`src/rtl/polyphonic_siren_voice_synth_core_macros.svh`:
```
// Assertion macros used by the siren synthesizer core.
`ifndef POLYPHONIC_SIREN_VOICE_SYNTH_CORE_MACROS_SVH
`define POLYPHONIC_SIREN_VOICE_SYNTH_CORE_MACROS_SVH

// Same-cycle implication, sampled on clk and disabled while rst_n is low.
`define PSVS_ASSERT_IMP(lbl, ante, cons) \
    lbl: assert property (@(posedge clk) disable iff (!rst_n) (ante) |-> (cons)) \
        else $error("same-cycle check failed");

// Next-cycle implication, sampled on clk and disabled while rst_n is low.
`define PSVS_ASSERT_NEXT(lbl, ante, cons) \
    lbl: assert property (@(posedge clk) disable iff (!rst_n) (ante) |=> (cons)) \
        else $error("next-cycle check failed");

`endif

```
`src/rtl/psvs_pkg.sv`:
```
// Shared constants, types and helpers of the siren synthesizer.
package psvs_pkg;

    localparam int unsigned NUM_VOICES_DEF = 4;

    localparam int REQ_W   = 2;
    localparam int DUR_W   = 13;
    localparam int LEVEL_W = 8;
    localparam int ACT_W   = 3;
    localparam int SAMP_W  = 18;
    localparam int PITCH_W = 32;
    localparam int PHASE_W = 32;
    localparam int FREQ_W  = 33;

    localparam logic [REQ_W-1:0] REQ_TICK   = 2'd0;
    localparam logic [REQ_W-1:0] REQ_TRIG   = 2'd1;
    localparam logic [REQ_W-1:0] REQ_KILL   = 2'd2;
    localparam logic [REQ_W-1:0] REQ_UNUSED = 2'd3;

    localparam logic [PITCH_W-1:0] START_PITCH  = 32'd4194304000;
    localparam logic [PHASE_W-1:0] LFO_STEP     = 32'd1889786;
    localparam logic [15:0]        DECAY_MUL    = 16'd65503;
    localparam logic [16:0]        VCO_MUL      = 17'd94489;
    localparam logic [FREQ_W-1:0]  WOBBLE_Q     = 33'd629145600;
    localparam logic [FREQ_W-1:0]  MIN_PITCH    = 33'd41943040;
    localparam logic [FREQ_W-1:0]  WOB_PLUS_MIN = 33'd671088640;

    localparam logic [15:0]       RATE_HZ     = 16'd45454;
    localparam logic [20:0]       MS_RECIP    = 21'd1073741;
    localparam logic [9:0]        MS_DIV      = 10'd1000;
    localparam logic [SAMP_W-1:0] SAMPLES_MAX = 18'h3FFFF;
    localparam int unsigned       LEVEL_HIGH  = 255;

    typedef struct packed {
        logic [SAMP_W-1:0]  samples;
        logic [PITCH_W-1:0] pitch;
        logic [PHASE_W-1:0] osc;
        logic [PHASE_W-1:0] wob;
    } voice_rec_t;

    typedef struct packed {
        logic done;
        logic high;
        logic expire;
    } upd_res_t;

    typedef struct packed {
        logic              done;
        logic [SAMP_W-1:0] samples;
    } dur_res_t;

    function automatic logic [ACT_W-1:0] sat_count(input logic [31:0] n);
        logic [ACT_W-1:0] r;
        r = (n > 32'd7) ? 3'd7 : n[ACT_W-1:0];
        return r;
    endfunction

endpackage

```
`src/rtl/psvs_ifs.sv`:
```
// Valid/ready channel interfaces for request and result items.
interface psvs_req_if;
    logic                          valid;
    logic                          ready;
    logic [psvs_pkg::REQ_W-1:0]    req_type;
    logic [psvs_pkg::DUR_W-1:0]    duration_ms;

    modport source (output valid, output req_type, output duration_ms, input ready);
    modport sink (input valid, input req_type, input duration_ms, output ready);
endinterface

interface psvs_res_if;
    logic                          valid;
    logic                          ready;
    logic [psvs_pkg::LEVEL_W-1:0]  sample_level;
    logic [psvs_pkg::ACT_W-1:0]    active_voices;
    logic                          trigger_taken;

    modport source (output valid, output sample_level, output active_voices,
                    output trigger_taken, input ready);
    modport sink (input valid, input sample_level, input active_voices,
                  input trigger_taken, output ready);
endinterface

```
`src/rtl/polyphonic_siren_voice_synth_core.sv`:
```
// Polyphonic siren synthesizer: up to NUM_VOICES square-wave voices with decaying
// pitch and a square-LFO wobble, mixed into one 8-bit level per sample tick. The
// per-voice state sits in a one-port-write, one-port-read memory and one voice at a
// time goes through a read, decay multiply, pitch multiply and write-back pipeline.
// A tick visits each voice in turn and runs only the active ones through the
// pipeline. A trigger waits for the four-stage millisecond-to-sample converter;
// kill and unused request codes go straight to the result. One item is in work at a
// time; a new request is taken while the previous result still waits in the output
// register.
`include "polyphonic_siren_voice_synth_core_macros.svh"

module polyphonic_siren_voice_synth_core #(
    parameter int unsigned NUM_VOICES = psvs_pkg::NUM_VOICES_DEF
) (
    input  logic   clk,
    input  logic   rst_n,
    psvs_req_if.sink   req,
    psvs_res_if.source res
);

    localparam int IDX_W = (NUM_VOICES > 1) ? $clog2(NUM_VOICES) : 1;
    localparam int CNT_W = $clog2(NUM_VOICES + 1);

    localparam logic [2:0] ST_IDLE = 3'd0;
    localparam logic [2:0] ST_TICK = 3'd1;
    localparam logic [2:0] ST_WAIT = 3'd2;
    localparam logic [2:0] ST_TRIG = 3'd3;
    localparam logic [2:0] ST_DONE = 3'd4;

    logic [2:0]            state_reg, state_next;
    logic [NUM_VOICES-1:0] voice_on_reg, voice_on_next;
    logic [IDX_W-1:0]      idx_reg, idx_next;
    logic [IDX_W-1:0]      tidx_reg, tidx_next;
    logic [CNT_W-1:0]      hi_reg, hi_next;
    logic [psvs_pkg::ACT_W-1:0] act_reg, act_next;
    logic                  taken_reg, taken_next;
    logic                  tick_reg, tick_next;

    logic                          out_valid_reg;
    logic [psvs_pkg::LEVEL_W-1:0]  out_level_reg;
    logic [psvs_pkg::ACT_W-1:0]    out_act_reg;
    logic                          out_taken_reg;

    logic [psvs_pkg::LEVEL_W-1:0] lvl_tab [NUM_VOICES+1];

    logic              req_acc;
    logic [CNT_W-1:0]  on_cnt;
    logic              free_found;
    logic [IDX_W-1:0]  free_idx;
    logic              last_voice;
    logic              upd_start, trig_wr, conv_start, load_out;

    psvs_pkg::upd_res_t eng_res;
    psvs_pkg::dur_res_t conv_res;

    // Level for each count of voices in the high half of their cycle.
    for (genvar g = 0; g <= NUM_VOICES; g++)
    begin : g_lvl
        localparam int unsigned LVL = (psvs_pkg::LEVEL_HIGH * g) / NUM_VOICES;
        assign lvl_tab[g] = psvs_pkg::LEVEL_W'(LVL);
    end

    psvs_dur_conv u_conv (
        .clk      (clk),
        .rst_n    (rst_n),
        .start    (conv_start),
        .dur      (req.duration_ms),
        .conv_res (conv_res)
    );

    psvs_voice_engine #(
        .NUM_VOICES (NUM_VOICES)
    ) u_engine (
        .clk          (clk),
        .rst_n        (rst_n),
        .upd_start    (upd_start),
        .upd_idx      (idx_reg),
        .trig_wr      (trig_wr),
        .trig_idx     (tidx_reg),
        .trig_samples (conv_res.samples),
        .upd_res      (eng_res)
    );

    assign req.ready  = (state_reg == ST_IDLE);
    assign req_acc    = req.valid && req.ready;
    assign last_voice = (idx_reg == IDX_W'(NUM_VOICES - 1));

    always_comb
    begin
        on_cnt = '0;
        for (int i = 0; i < NUM_VOICES; i++)
        begin
            on_cnt = on_cnt + CNT_W'(voice_on_reg[i]);
        end
    end

    // Lowest free voice wins.
    always_comb
    begin
        free_found = 1'b0;
        free_idx   = '0;
        for (int i = NUM_VOICES - 1; i >= 0; i--)
        begin
            if (!voice_on_reg[i])
            begin
                free_found = 1'b1;
                free_idx   = IDX_W'(i);
            end
        end
    end

    always_comb
    begin
        state_next    = state_reg;
        voice_on_next = voice_on_reg;
        idx_next      = idx_reg;
        tidx_next     = tidx_reg;
        hi_next       = hi_reg;
        act_next      = act_reg;
        taken_next    = taken_reg;
        tick_next     = tick_reg;
        upd_start     = 1'b0;
        trig_wr       = 1'b0;
        conv_start    = 1'b0;
        load_out      = 1'b0;
        unique case (state_reg)
            ST_IDLE:
            begin
                if (req_acc)
                begin
                    tick_next  = 1'b0;
                    taken_next = 1'b0;
                    hi_next    = '0;
                    idx_next   = '0;
                    act_next   = psvs_pkg::sat_count(32'(on_cnt));
                    unique case (req.req_type)
                        psvs_pkg::REQ_TICK:
                        begin
                            tick_next  = 1'b1;
                            state_next = ST_TICK;
                        end
                        psvs_pkg::REQ_TRIG:
                        begin
                            if (free_found)
                            begin
                                conv_start = 1'b1;
                                tidx_next  = free_idx;
                                state_next = ST_TRIG;
                            end
                            else
                            begin
                                state_next = ST_DONE;
                            end
                        end
                        psvs_pkg::REQ_KILL:
                        begin
                            voice_on_next = '0;
                            act_next      = '0;
                            state_next    = ST_DONE;
                        end
                        default:
                        begin
                            state_next = ST_DONE;
                        end
                    endcase
                end
            end
            ST_TICK:
            begin
                if (voice_on_reg[idx_reg])
                begin
                    upd_start  = 1'b1;
                    state_next = ST_WAIT;
                end
                else if (last_voice)
                begin
                    state_next = ST_DONE;
                end
                else
                begin
                    idx_next = idx_reg + IDX_W'(1);
                end
            end
            ST_WAIT:
            begin
                if (eng_res.done)
                begin
                    hi_next = hi_reg + CNT_W'(eng_res.high);
                    if (eng_res.expire)
                    begin
                        voice_on_next[idx_reg] = 1'b0;
                    end
                    if (last_voice)
                    begin
                        state_next = ST_DONE;
                    end
                    else
                    begin
                        idx_next   = idx_reg + IDX_W'(1);
                        state_next = ST_TICK;
                    end
                end
            end
            ST_TRIG:
            begin
                if (conv_res.done)
                begin
                    trig_wr                 = 1'b1;
                    voice_on_next[tidx_reg] = 1'b1;
                    taken_next              = 1'b1;
                    act_next                = psvs_pkg::sat_count(32'(on_cnt) + 32'd1);
                    state_next              = ST_DONE;
                end
            end
            ST_DONE:
            begin
                if (!out_valid_reg || res.ready)
                begin
                    load_out   = 1'b1;
                    state_next = ST_IDLE;
                end
            end
            default:
            begin
                state_next = ST_IDLE;
            end
        endcase
    end

    always_ff @(posedge clk or negedge rst_n)
    begin
        if (!rst_n)
        begin
            state_reg     <= ST_IDLE;
            voice_on_reg  <= '0;
            out_valid_reg <= 1'b0;
        end
        else
        begin
            state_reg    <= state_next;
            voice_on_reg <= voice_on_next;
            if (load_out)
            begin
                out_valid_reg <= 1'b1;
            end
            else if (res.ready)
            begin
                out_valid_reg <= 1'b0;
            end
        end
    end

    always_ff @(posedge clk)
    begin
        idx_reg   <= idx_next;
        tidx_reg  <= tidx_next;
        hi_reg    <= hi_next;
        act_reg   <= act_next;
        taken_reg <= taken_next;
        tick_reg  <= tick_next;
        if (load_out)
        begin
            out_level_reg <= tick_reg ? lvl_tab[hi_reg] : '0;
            out_act_reg   <= act_reg;
            out_taken_reg <= taken_reg;
        end
    end

    assign res.valid         = out_valid_reg;
    assign res.sample_level  = out_level_reg;
    assign res.active_voices = out_act_reg;
    assign res.trigger_taken = out_taken_reg;

    `PSVS_ASSERT_IMP(a_upd_in_wait, eng_res.done, state_reg == ST_WAIT)
    `PSVS_ASSERT_IMP(a_conv_in_trig, conv_res.done, state_reg == ST_TRIG)
    `PSVS_ASSERT_IMP(a_trig_silent, res.valid && res.trigger_taken, res.sample_level == '0)
    `PSVS_ASSERT_NEXT(a_kill_clears, req_acc && req.req_type == psvs_pkg::REQ_KILL, voice_on_reg == '0)

endmodule

```
`src/rtl/psvs_dur_conv.sv`:
```
// Converts a duration in milliseconds to a saturated sample count over four stages.
module psvs_dur_conv (
    input  logic                        clk,
    input  logic                        rst_n,
    input  logic                        start,
    input  logic [psvs_pkg::DUR_W-1:0]  dur,
    output psvs_pkg::dur_res_t          conv_res
);

    logic        a_v_reg, b_v_reg, c_v_reg, d_v_reg;
    logic [28:0] a_p_reg, b_p_reg, c_p_reg;
    logic [49:0] b_m_reg;
    logic [19:0] c_q_reg;
    logic [psvs_pkg::SAMP_W-1:0] d_samp_reg;

    logic [29:0] rem;
    logic [19:0] quot;
    logic [psvs_pkg::SAMP_W-1:0] samp_next;

    // The reciprocal estimate is never high and at most one low; one compare fixes it.
    always_comb
    begin
        rem  = 30'(c_p_reg) - 30'(c_q_reg * 30'(psvs_pkg::MS_DIV));
        quot = (rem >= 30'(psvs_pkg::MS_DIV)) ? c_q_reg + 20'd1 : c_q_reg;
        samp_next = (quot > 20'(psvs_pkg::SAMPLES_MAX)) ? psvs_pkg::SAMPLES_MAX
                                                        : quot[psvs_pkg::SAMP_W-1:0];
    end

    always_ff @(posedge clk or negedge rst_n)
    begin
        if (!rst_n)
        begin
            a_v_reg <= 1'b0;
            b_v_reg <= 1'b0;
            c_v_reg <= 1'b0;
            d_v_reg <= 1'b0;
        end
        else
        begin
            a_v_reg <= start;
            b_v_reg <= a_v_reg;
            c_v_reg <= b_v_reg;
            d_v_reg <= c_v_reg;
        end
    end

    always_ff @(posedge clk)
    begin
        a_p_reg    <= 29'(dur) * 29'(psvs_pkg::RATE_HZ);
        b_p_reg    <= a_p_reg;
        b_m_reg    <= 50'(a_p_reg) * 50'(psvs_pkg::MS_RECIP);
        c_p_reg    <= b_p_reg;
        c_q_reg    <= b_m_reg[49:30];
        d_samp_reg <= samp_next;
    end

    assign conv_res.done    = d_v_reg;
    assign conv_res.samples = d_samp_reg;

endmodule

```
`src/rtl/psvs_voice_engine.sv`:
```
// Voice state memory with the read-modify-write pipeline that advances one voice.
module psvs_voice_engine #(
    parameter  int unsigned NUM_VOICES = psvs_pkg::NUM_VOICES_DEF,
    localparam int          IDX_W      = (NUM_VOICES > 1) ? $clog2(NUM_VOICES) : 1
) (
    input  logic                         clk,
    input  logic                         rst_n,
    input  logic                         upd_start,
    input  logic [IDX_W-1:0]             upd_idx,
    input  logic                         trig_wr,
    input  logic [IDX_W-1:0]             trig_idx,
    input  logic [psvs_pkg::SAMP_W-1:0]  trig_samples,
    output psvs_pkg::upd_res_t           upd_res
);

    psvs_pkg::voice_rec_t mem [NUM_VOICES];
    psvs_pkg::voice_rec_t rd_reg;

    logic s1_v_reg, s2_v_reg, s3_v_reg;
    logic [IDX_W-1:0] s1_idx_reg, s2_idx_reg, s3_idx_reg;

    logic [47:0]                  s2_decay_reg;
    logic [psvs_pkg::SAMP_W-1:0]  s2_samp_reg, s3_samp_reg;
    logic [psvs_pkg::PHASE_W-1:0] s2_osc_reg, s3_osc_reg;
    logic [psvs_pkg::PHASE_W-1:0] s2_wob_reg, s3_wob_reg;
    logic [psvs_pkg::PITCH_W-1:0] s3_pitch_reg;
    logic [49:0]                  s3_vco_reg;

    logic [psvs_pkg::PITCH_W-1:0] pitch_new;
    logic [psvs_pkg::FREQ_W-1:0]  freq;
    logic [psvs_pkg::PHASE_W-1:0] osc_new;
    logic [psvs_pkg::SAMP_W-1:0]  samp_new;
    logic                         wr_en;
    logic [IDX_W-1:0]             wr_idx;
    psvs_pkg::voice_rec_t         wr_data;

    // The wobble is added, or subtracted and clamped at the minimum pitch.
    always_comb
    begin
        pitch_new = s2_decay_reg[47:16];
        if (!s2_wob_reg[psvs_pkg::PHASE_W-1])
        begin
            freq = 33'(pitch_new) + psvs_pkg::WOBBLE_Q;
        end
        else if (33'(pitch_new) < psvs_pkg::WOB_PLUS_MIN)
        begin
            freq = psvs_pkg::MIN_PITCH;
        end
        else
        begin
            freq = 33'(pitch_new) - psvs_pkg::WOBBLE_Q;
        end
    end

    always_comb
    begin
        osc_new  = s3_osc_reg + 32'(s3_vco_reg[49:21]);
        samp_new = (s3_samp_reg <= 18'd1) ? '0 : s3_samp_reg - 18'd1;
        wr_en    = trig_wr || s3_v_reg;
        if (trig_wr)
        begin
            wr_idx          = trig_idx;
            wr_data.samples = trig_samples;
            wr_data.pitch   = psvs_pkg::START_PITCH;
            wr_data.osc     = '0;
            wr_data.wob     = '0;
        end
        else
        begin
            wr_idx          = s3_idx_reg;
            wr_data.samples = samp_new;
            wr_data.pitch   = s3_pitch_reg;
            wr_data.osc     = osc_new;
            wr_data.wob     = s3_wob_reg;
        end
    end

    always_ff @(posedge clk)
    begin
        if (wr_en)
        begin
            mem[wr_idx] <= wr_data;
        end
        if (upd_start)
        begin
            rd_reg <= mem[upd_idx];
        end
    end

    always_ff @(posedge clk or negedge rst_n)
    begin
        if (!rst_n)
        begin
            s1_v_reg <= 1'b0;
            s2_v_reg <= 1'b0;
            s3_v_reg <= 1'b0;
        end
        else
        begin
            s1_v_reg <= upd_start;
            s2_v_reg <= s1_v_reg;
            s3_v_reg <= s2_v_reg;
        end
    end

    always_ff @(posedge clk)
    begin
        s1_idx_reg   <= upd_idx;
        s2_idx_reg   <= s1_idx_reg;
        s2_decay_reg <= 48'(rd_reg.pitch) * 48'(psvs_pkg::DECAY_MUL);
        s2_samp_reg  <= rd_reg.samples;
        s2_osc_reg   <= rd_reg.osc;
        s2_wob_reg   <= rd_reg.wob + psvs_pkg::LFO_STEP;
        s3_idx_reg   <= s2_idx_reg;
        s3_samp_reg  <= s2_samp_reg;
        s3_osc_reg   <= s2_osc_reg;
        s3_wob_reg   <= s2_wob_reg;
        s3_pitch_reg <= pitch_new;
        s3_vco_reg   <= 50'(freq) * 50'(psvs_pkg::VCO_MUL);
    end

    assign upd_res.done   = s3_v_reg;
    assign upd_res.high   = ~osc_new[psvs_pkg::PHASE_W-1];
    assign upd_res.expire = (s3_samp_reg <= 18'd1);

endmodule
```
`src/flat_wrapper.sv`:
```
// flat-port wrapper written by rule: the top's interface ports become plain ports
module polyphonic_siren_voice_synth_core_flat 
#(
    parameter int unsigned NUM_VOICES = psvs_pkg::NUM_VOICES_DEF
)
  (clk, rst_n, req_valid, req_req_type, req_duration_ms, req_ready, res_valid, res_sample_level, res_active_voices, res_trigger_taken, res_ready);
  psvs_req_if req_i ();
  psvs_res_if res_i ();
  input  logic clk;
  input  logic rst_n;
  input wire logic [$bits(req_i.valid)-1:0] req_valid;
  input wire logic [$bits(req_i.req_type)-1:0] req_req_type;
  input wire logic [$bits(req_i.duration_ms)-1:0] req_duration_ms;
  output wire logic [$bits(req_i.ready)-1:0] req_ready;
  output wire logic [$bits(res_i.valid)-1:0] res_valid;
  output wire logic [$bits(res_i.sample_level)-1:0] res_sample_level;
  output wire logic [$bits(res_i.active_voices)-1:0] res_active_voices;
  output wire logic [$bits(res_i.trigger_taken)-1:0] res_trigger_taken;
  input wire logic [$bits(res_i.ready)-1:0] res_ready;
  assign req_i.valid = req_valid;
  assign req_i.req_type = req_req_type;
  assign req_i.duration_ms = req_duration_ms;
  assign req_ready = req_i.ready;
  assign res_valid = res_i.valid;
  assign res_sample_level = res_i.sample_level;
  assign res_active_voices = res_i.active_voices;
  assign res_trigger_taken = res_i.trigger_taken;
  assign res_i.ready = res_ready;
  polyphonic_siren_voice_synth_core #(.NUM_VOICES(NUM_VOICES)) u_core (.clk(clk), .rst_n(rst_n), .req(req_i), .res(res_i));
endmodule
```
`config.mk`:
```
export PLATFORM = sky130hd
export DESIGN_NAME = polyphonic_siren_voice_synth_core_flat
export DESIGN_NICKNAME = d
export VERILOG_FILES = /design/src/rtl/psvs_pkg.sv /design/src/rtl/psvs_ifs.sv /design/src/rtl/polyphonic_siren_voice_synth_core.sv /design/src/rtl/psvs_dur_conv.sv /design/src/rtl/psvs_voice_engine.sv /design/src/flat_wrapper.sv
export VERILOG_INCLUDE_DIRS = /design/src /design/src/rtl
export SDC_FILE = /design/constraint.sdc
export NUM_CORES = 2
export LEC_CHECK = 0
export BUFFER_PORTS_ARGS = -buffer_cell sky130_fd_sc_hd__buf_2
export CAP_MARGIN = 10
export CELL_PAD_IN_SITES_DETAIL_PLACEMENT = 0
export CELL_PAD_IN_SITES_GLOBAL_PLACEMENT = 1
export CORE_UTILIZATION = 30
export CTS_BUF_LIST = sky130_fd_sc_hd__clkbuf_8
export DETAILED_ROUTE_END_ITERATION = 7
export PLACE_DENSITY_LB_ADDON = 0.1
export SYNTH_ARGS = -nofsm -noshare
export SYNTH_HDL_FRONTEND = slang
export SYNTH_SLANG_ARGS = --single-unit
export TNS_END_PERCENT = 30
```
`constraint.sdc`:
```
create_clock -name clk -period 27.6 [get_ports clk]
set_clock_uncertainty 0.05 [all_clocks]
set_input_delay 6.9 -clock clk [delete_from_list [all_inputs] [get_ports clk]]
set_output_delay 6.9 -clock clk [all_outputs]
set_load 0.05 [all_outputs]
```
; Word-level counts from Yosys, hierarchy flattened
; Memory sizes are Yosys's and may differ from the RTL's. A register that Yosys moved wholly into a read port is not among the register bits.
; Cells that the tools add are included.
[totals]
reg_bits = 502
mem_bits_rw = 456
rom_bits = 64
input_bits = 19
word_cells = 174
n_memories = 2
[classes]
addsub = 13
mul = 5
n_lt_le_gt_ge = 9
n_eq_ne = 15
muxes = 66
n_bitwise = 5
n_reduce_logical = 22
[memory_table]
columns = name, depth, width, read_ports, rd_clocked_by_memory_dff, write_ports, line
row1 = u_core.u_engine.mem, 4, 114, 1, 1, 1, psvs_voice_engine.sv:16  ; psvs_pkg::voice_rec_t mem [NUM_VOICES];
row2 = (no name shown), 8, 8, 1, 1, 0, polyphonic_siren_voice_synth_core.sv:263  ; out_level_reg <= tick_reg ? lvl_tab[hi_reg] : '0;
[ops]
columns = op, count
row1 = $mux W114, 1
row2 = $mux W33, 2
row3 = $mul A33 B17 Y50 const B, 1
row4 = $mul A28 B21 Y49 const B, 1
row5 = $mul A32 B16 Y48 const B, 1
row6 = $mux W3, 14
row7 = $add A32 B30 Y33 const B, 1
row8 = $sub A32 B30 Y33 const B, 1
row9 = $add A32 B21 Y32 const B, 1
row10 = $add A32 B29 Y32, 1
row11 = $gt A32 B3 Y1 const B, 1
row12 = $lt A32 B30 Y1 const B, 1
row13 = $ge A30 B10 Y1 const B, 1
row14 = $sub A29 B30 Y30, 1
row15 = $mul A13 B15 Y28 const B, 1
row16 = $mul A20 B7 Y27 const B, 1
row17 = $mux W1, 25
row18 = $add A20 B1 Y20 const B, 1
row19 = $gt A20 B18 Y1 const B, 1
row20 = $mux W20, 1
row21 = $mux W4, 5
row22 = $le A18 B1 Y1 const B, 1
row23 = $mux W18, 1
row24 = $pmux W3 S2, 3
row25 = 39 further kinds, 67

; Depth between registers and ports, before layout
[logic_depth]
ltp_word = 9
mapped_depth = 33

; Hierarchy
; Synthesis repeated with hierarchy kept, for this count alone.
[unflattened]
cells_unflattened = 5528
area_unflattened_um2 = 68524.5
[by_module_without_submodules]
columns = mod, instances, cells_per_inst, area_each_um2, seq_area_each_um2
row1 = psvs_voice_engine, 1, 3478, 47813.4, 22266.4
row2 = psvs_dur_conv, 1, 1915, 19217.2, 2862.7
row3 = polyphonic_siren_voice_synth_core, 1, 135, 1493.9, 770.7

; Least setup slack after synthesis
; No wires, ideal clock.
[synth_timing]
kind = register to register
startpoint = reg u_core.idx_reg[0]
endpoint = reg u_core.u_engine.s1_v_reg
t_arrival_ns = 12.396
path_slack_ns = 13.860
path_stages_with_launch = 3
path_buffers = 0
period_less_slack_ns = 13.740
path_cell_list = edfxtp_1 mux4_2 nor4b_1
[synth_between]
elab_chain_cells = 4
[synth_rtl]
columns = element, line
row1 = start: declaration, polyphonic_siren_voice_synth_core.sv:32  ; logic [IDX_W-1:0] idx_reg, idx_next;
row2 = start signal: assignment, polyphonic_siren_voice_synth_core.sv:255  ; idx_reg <= idx_next;
row3 = $bmux W1 S2, polyphonic_siren_voice_synth_core.sv:170  ; if (voice_on_reg[idx_reg])
row4 = $mux W1 (not written as such), polyphonic_siren_voice_synth_core.sv:170
row5 = $mux W1, polyphonic_siren_voice_synth_core.sv:170
row6 = $mux W1, polyphonic_siren_voice_synth_core.sv:126  ; unique case (state_reg)
row7 = via u_core.u_engine.upd_start, psvs_voice_engine.sv:8  ; input logic upd_start,
row8 = end signal: assignment, psvs_voice_engine.sv:100  ; s1_v_reg <= upd_start;
row9 = end: declaration, psvs_voice_engine.sv:19  ; logic s1_v_reg, s2_v_reg, s3_v_reg;
; The timed path passes the listed nets, and every way through them passes these cells. The select of a mux whose other input is x is not followed.
; A chain may end at the register's enable or synchronous reset.

; Worst setup path in the final report
[layout_timing]
startpoint = in req_duration_ms[4]
endpoint = reg u_core.u_conv.a_p_reg[28]
[layout_between]
elab_chain_cells = 1
[layout_rtl]
columns = element, line
row1 = start: declaration, flat_wrapper.sv:13  ; input wire logic [$bits(req_i.duration_ms)-1:0] req_duration_ms;
row2 = $mul A13 B15 Y28, psvs_dur_conv.sv:49  ; a_p_reg <= 29'(dur) * 29'(psvs_pkg::RATE_HZ);
row3 = end signal: assignment, psvs_dur_conv.sv:49
row4 = end: declaration, psvs_dur_conv.sv:11  ; logic [28:0] a_p_reg, b_p_reg, c_p_reg;
; Every way passes these cells.

==> impl_metrics.ini <==
[finish]
final_net_count = 7038
drive_above_1_share = 0.08396
area_delta_synth_final_pct = 11.30
largest_reg_flops = 452
final_util = 0.3358
fill_cells = 22259

[timing]
fin_crit_sh = 0.4294
rsz0062_at_grt = no
timing.final.hold_violations = 0
fin_crit_ns = 11.85
slew_violations = 0
max_slew.worst_pin.slew_ns = 1.023
relSlewSlack = 0.3178
layout_setup_ws_ns = 15.75
max_freq_mhz = 84.37
finalSetupTns_ns = 0
setup_violations = 0

[global_routing]
grt_max_degree = 116
met2_usage = 0.2627
grt_pass1_vias = 42304
grt-ovfl-total = 0
grt_first_pass_wirelength_microns = 258000
antenna_found_initial = 4
grt_use_total = 0.1511
use_met1 = 0.1993
grt_util_met3 = 0.02039
busiest_layer = met2

[outcome]
outcome = finished clean

[yosys]
synthMuxAreaShare = 0.03905
synth_top_family_by_area = adder cells
netlist_instances = 5236
seq_area_frac_synth = 0.3862
synth-compound-area-share = 0.05358
yosys.area_share.adder = 0.3809
synth_xor_area_frac = 0.02677
yosys.area_share.simple = 0.05526
avgSynthCellArea_sq_um = 12.81
synthFlopType = edfxtp_1
syn_area_sq_mm = 0.06707
yosysWarnings = 0
async_reset_ff_frac = 0.01503
synth_edf_count = 584
ys_ff_latch = 998
synth_cell_type_count = 81
syn_nets = 6861

[cts]
path_clk_slew_ns = 0.06
cts-root-buf = clkbuf_8
postCtsHoldBufs = 0
clkLatencyLatePin_ns = 0.90
h-tree-depth = 4
numCtsBuffers = 170
cts_resized = 0
clkSinkCount = 998
clk_path_buf_depth = 3
cts_tree = built
postCtsSetupBuffers = 0

[die]
die_area_sq_mm = 0.2255
chipWidth_microns = 474.8
pin_count = 33
initial_core_util = 0.3017
die_y_microns = 474.8
core-area_sq_mm = 0.2223
core.rowCount = 173

[setup_path]
cp.required_ns = 28.38
crit_type = in2reg
path_cells = buf_2 > fa_1 > ha_1 > fa_1 > inv_1 > fa_1 > fa_1 > inv_1 > ha_1 > and3_1 > a221o_1 > o211a_1 > o21a_1 > o31a_1 > o41ai_1 > o21ai_0 > or4b_1 > a31o_2 > a21oi_1 > xnor2_1
arrival_ns = 12.63
start_kind = input port
crit_family = adder cells
cp_slowest_stage_delay_ns = 0.55
slowest_stage = fa_1
critPathMaxFanout = 7
crit_top_cell = fa_1
crit_buf_inv = 3
worst_setup_path_end_kind = flop

[drt]
vias_per_cell = 4.428
first_pass_iters = 5
drt_wl_total_microns = 164400
via_count = 37809
drc = 0
drt_iter0_markers = 1488
wire_per_inst_microns = 19.26
ant_nets = 0

[placed_design]
pre_cts_ws_ns = 14.74
gp_congestion = 0.7760
portBuffers = 32
dpl.hpwl_microns = 124100

[hold_path]
hp-class = reg2reg

[flow_run]
drv_cap = 0
[logic make-up after synthesis]
family | count (synthesis)
muxes | 119
xor gates and xnor gates | 205
AOI/OAI and AO/OA | 546
adders and majority gates | 1606
and+or+nand+nor | 727
buffers and inverters | 1035
DFF | 998
[path summary, 6_finish.rpt]
path,cells after the start,start,slack (ns),endpoint
min in group asynchronous,1,rst_n,5.90,u_core.res.valid$_DFFE_PN0P_
worst min-delay path,0,u_core.u_engine.rd_reg[34]$_DFFE_PP_,0.25,u_core.u_engine.s2_osc_reg[2]$_DFF_P_
worst max-delay path,20,req_duration_ms[4],15.75,u_core.u_conv.a_p_reg[28]$_DFF_P_
worst max register to register,29,u_core.u_conv.c_q_reg[2]$_DFF_P_,18.52,u_core.u_conv.d_samp_reg[17]$_SDFF_PN1_
max in group asynchronous,1,rst_n,21.24,u_core.u_engine.s3_v_reg$_DFF_PN0_
worst min register to register,0,u_core.u_engine.rd_reg[34]$_DFFE_PP_,0.25,u_core.u_engine.s2_osc_reg[2]$_DFF_P_
[cell type report]
type | count | area (sq um) | share of cell area
antenna | 1 | 2.502 | 0.00003352
clock buffer | 197 | 2711 | 0.03632
clock inverter | 124 | 853.3 | 0.01143
inverter | 964 | 3618 | 0.04847
multi-input combinational | 3203 | 37320 | 0.5000
sequential | 998 | 25900 | 0.3470
tap | 2975 | 3722 | 0.04987
timing repair buffer | 76 | 515.5 | 0.006906
[metrics by stage]
stage          instances  hold WS, ns  area [sq um]
2_1_floorplan       5236       0.2596         67070
4_1_cts             8537       0.2385         74650
3_3_place_gp        8216       0.2599         71080
6_report            8538       0.2471         74650
3_5_place_dp        8216       0.2621         71080
5_1_grt             8538       0.2434         74650
[cell usage after synthesis, types with 15 or more instances]
master / count / share of area
ha_1: 880 / 0.16
o21ai_0: 113 / 0.0084
xor2_1: 74 / 0.0097
nor2b_1: 91 / 0.0085
xnor2_1: 131 / 0.017
o211ai_1: 15 / 0.0017
o21a_1: 41 / 0.0046
mux4_2: 114 / 0.038
inv_1: 964 / 0.054
and2_1: 32 / 0.0030
nand4_1: 21 / 0.0020
nand2b_1: 39 / 0.0036
dfrtp_1: 15 / 0.0056
nor3_1: 57 / 0.0043
dfxtp_1: 399 / 0.12
a21oi_1: 135 / 0.010
fa_1: 726 / 0.22
a31oi_1: 22 / 0.0021
o21bai_1: 23 / 0.0026
a211oi_1: 23 / 0.0026
and3_1: 35 / 0.0033
a21o_1: 56 / 0.0063
or3_1: 21 / 0.0020
nor2_1: 168 / 0.0094
nand3_1: 62 / 0.0046
nand2_1: 142 / 0.0079
clkbuf_1: 49 / 0.0027
edfxtp_1: 584 / 0.26
[per-layer routing]
| layer | up-vias | share of wire | routed length, microns |
|---|---|---|---|
| met5 | - | 0 | 0 |
| met4 | 0 | 0.016 | 2642 |
| met3 | 193 | 0.025 | 4043 |
| met2 | 388 | 0.50 | 82440 |
| met1 | 19090 | 0.46 | 75310 |
| li1 | 18138 | - | - |
[layout by cell type, fill, tap and decap left out, types with 8 or more instances in the layout]
cell	Yosys	final
a2111oi_0	9	9
a211o_1	11	11
a211oi_1	23	23
a21o_1	56	56
a21oi_1	135	135
a31oi_1	22	22
and2_1	32	32
and3_1	35	34
buf_2	2	32
buf_4	6	42
clkbuf_8	0	197
clkinv_2	0	21
dfrtp_1	15	15
dfxtp_1	399	399
edfxtp_1	584	584
fa_1	726	726
ha_1	880	880
inv_1	964	1041
mux4_2	114	114
nand2_1	142	142
nand2b_1	39	39
nand3_1	62	62
nand3b_1	12	12
nand4_1	21	21
nor2_1	168	168
nor2b_1	91	91
nor3_1	57	56
nor4_1	10	10
o2111ai_1	8	8
o211ai_1	15	15
o21a_1	41	41
o21ai_0	113	110
o21bai_1	23	23
o31ai_1	13	11
or2_2	12	12
or3_1	21	21
xnor2_1	131	131
xor2_1	74	74
Power is left out: the tool's default activity adds up to more than one toggle a clock period on the data nets, which glitch-free logic cannot reach.
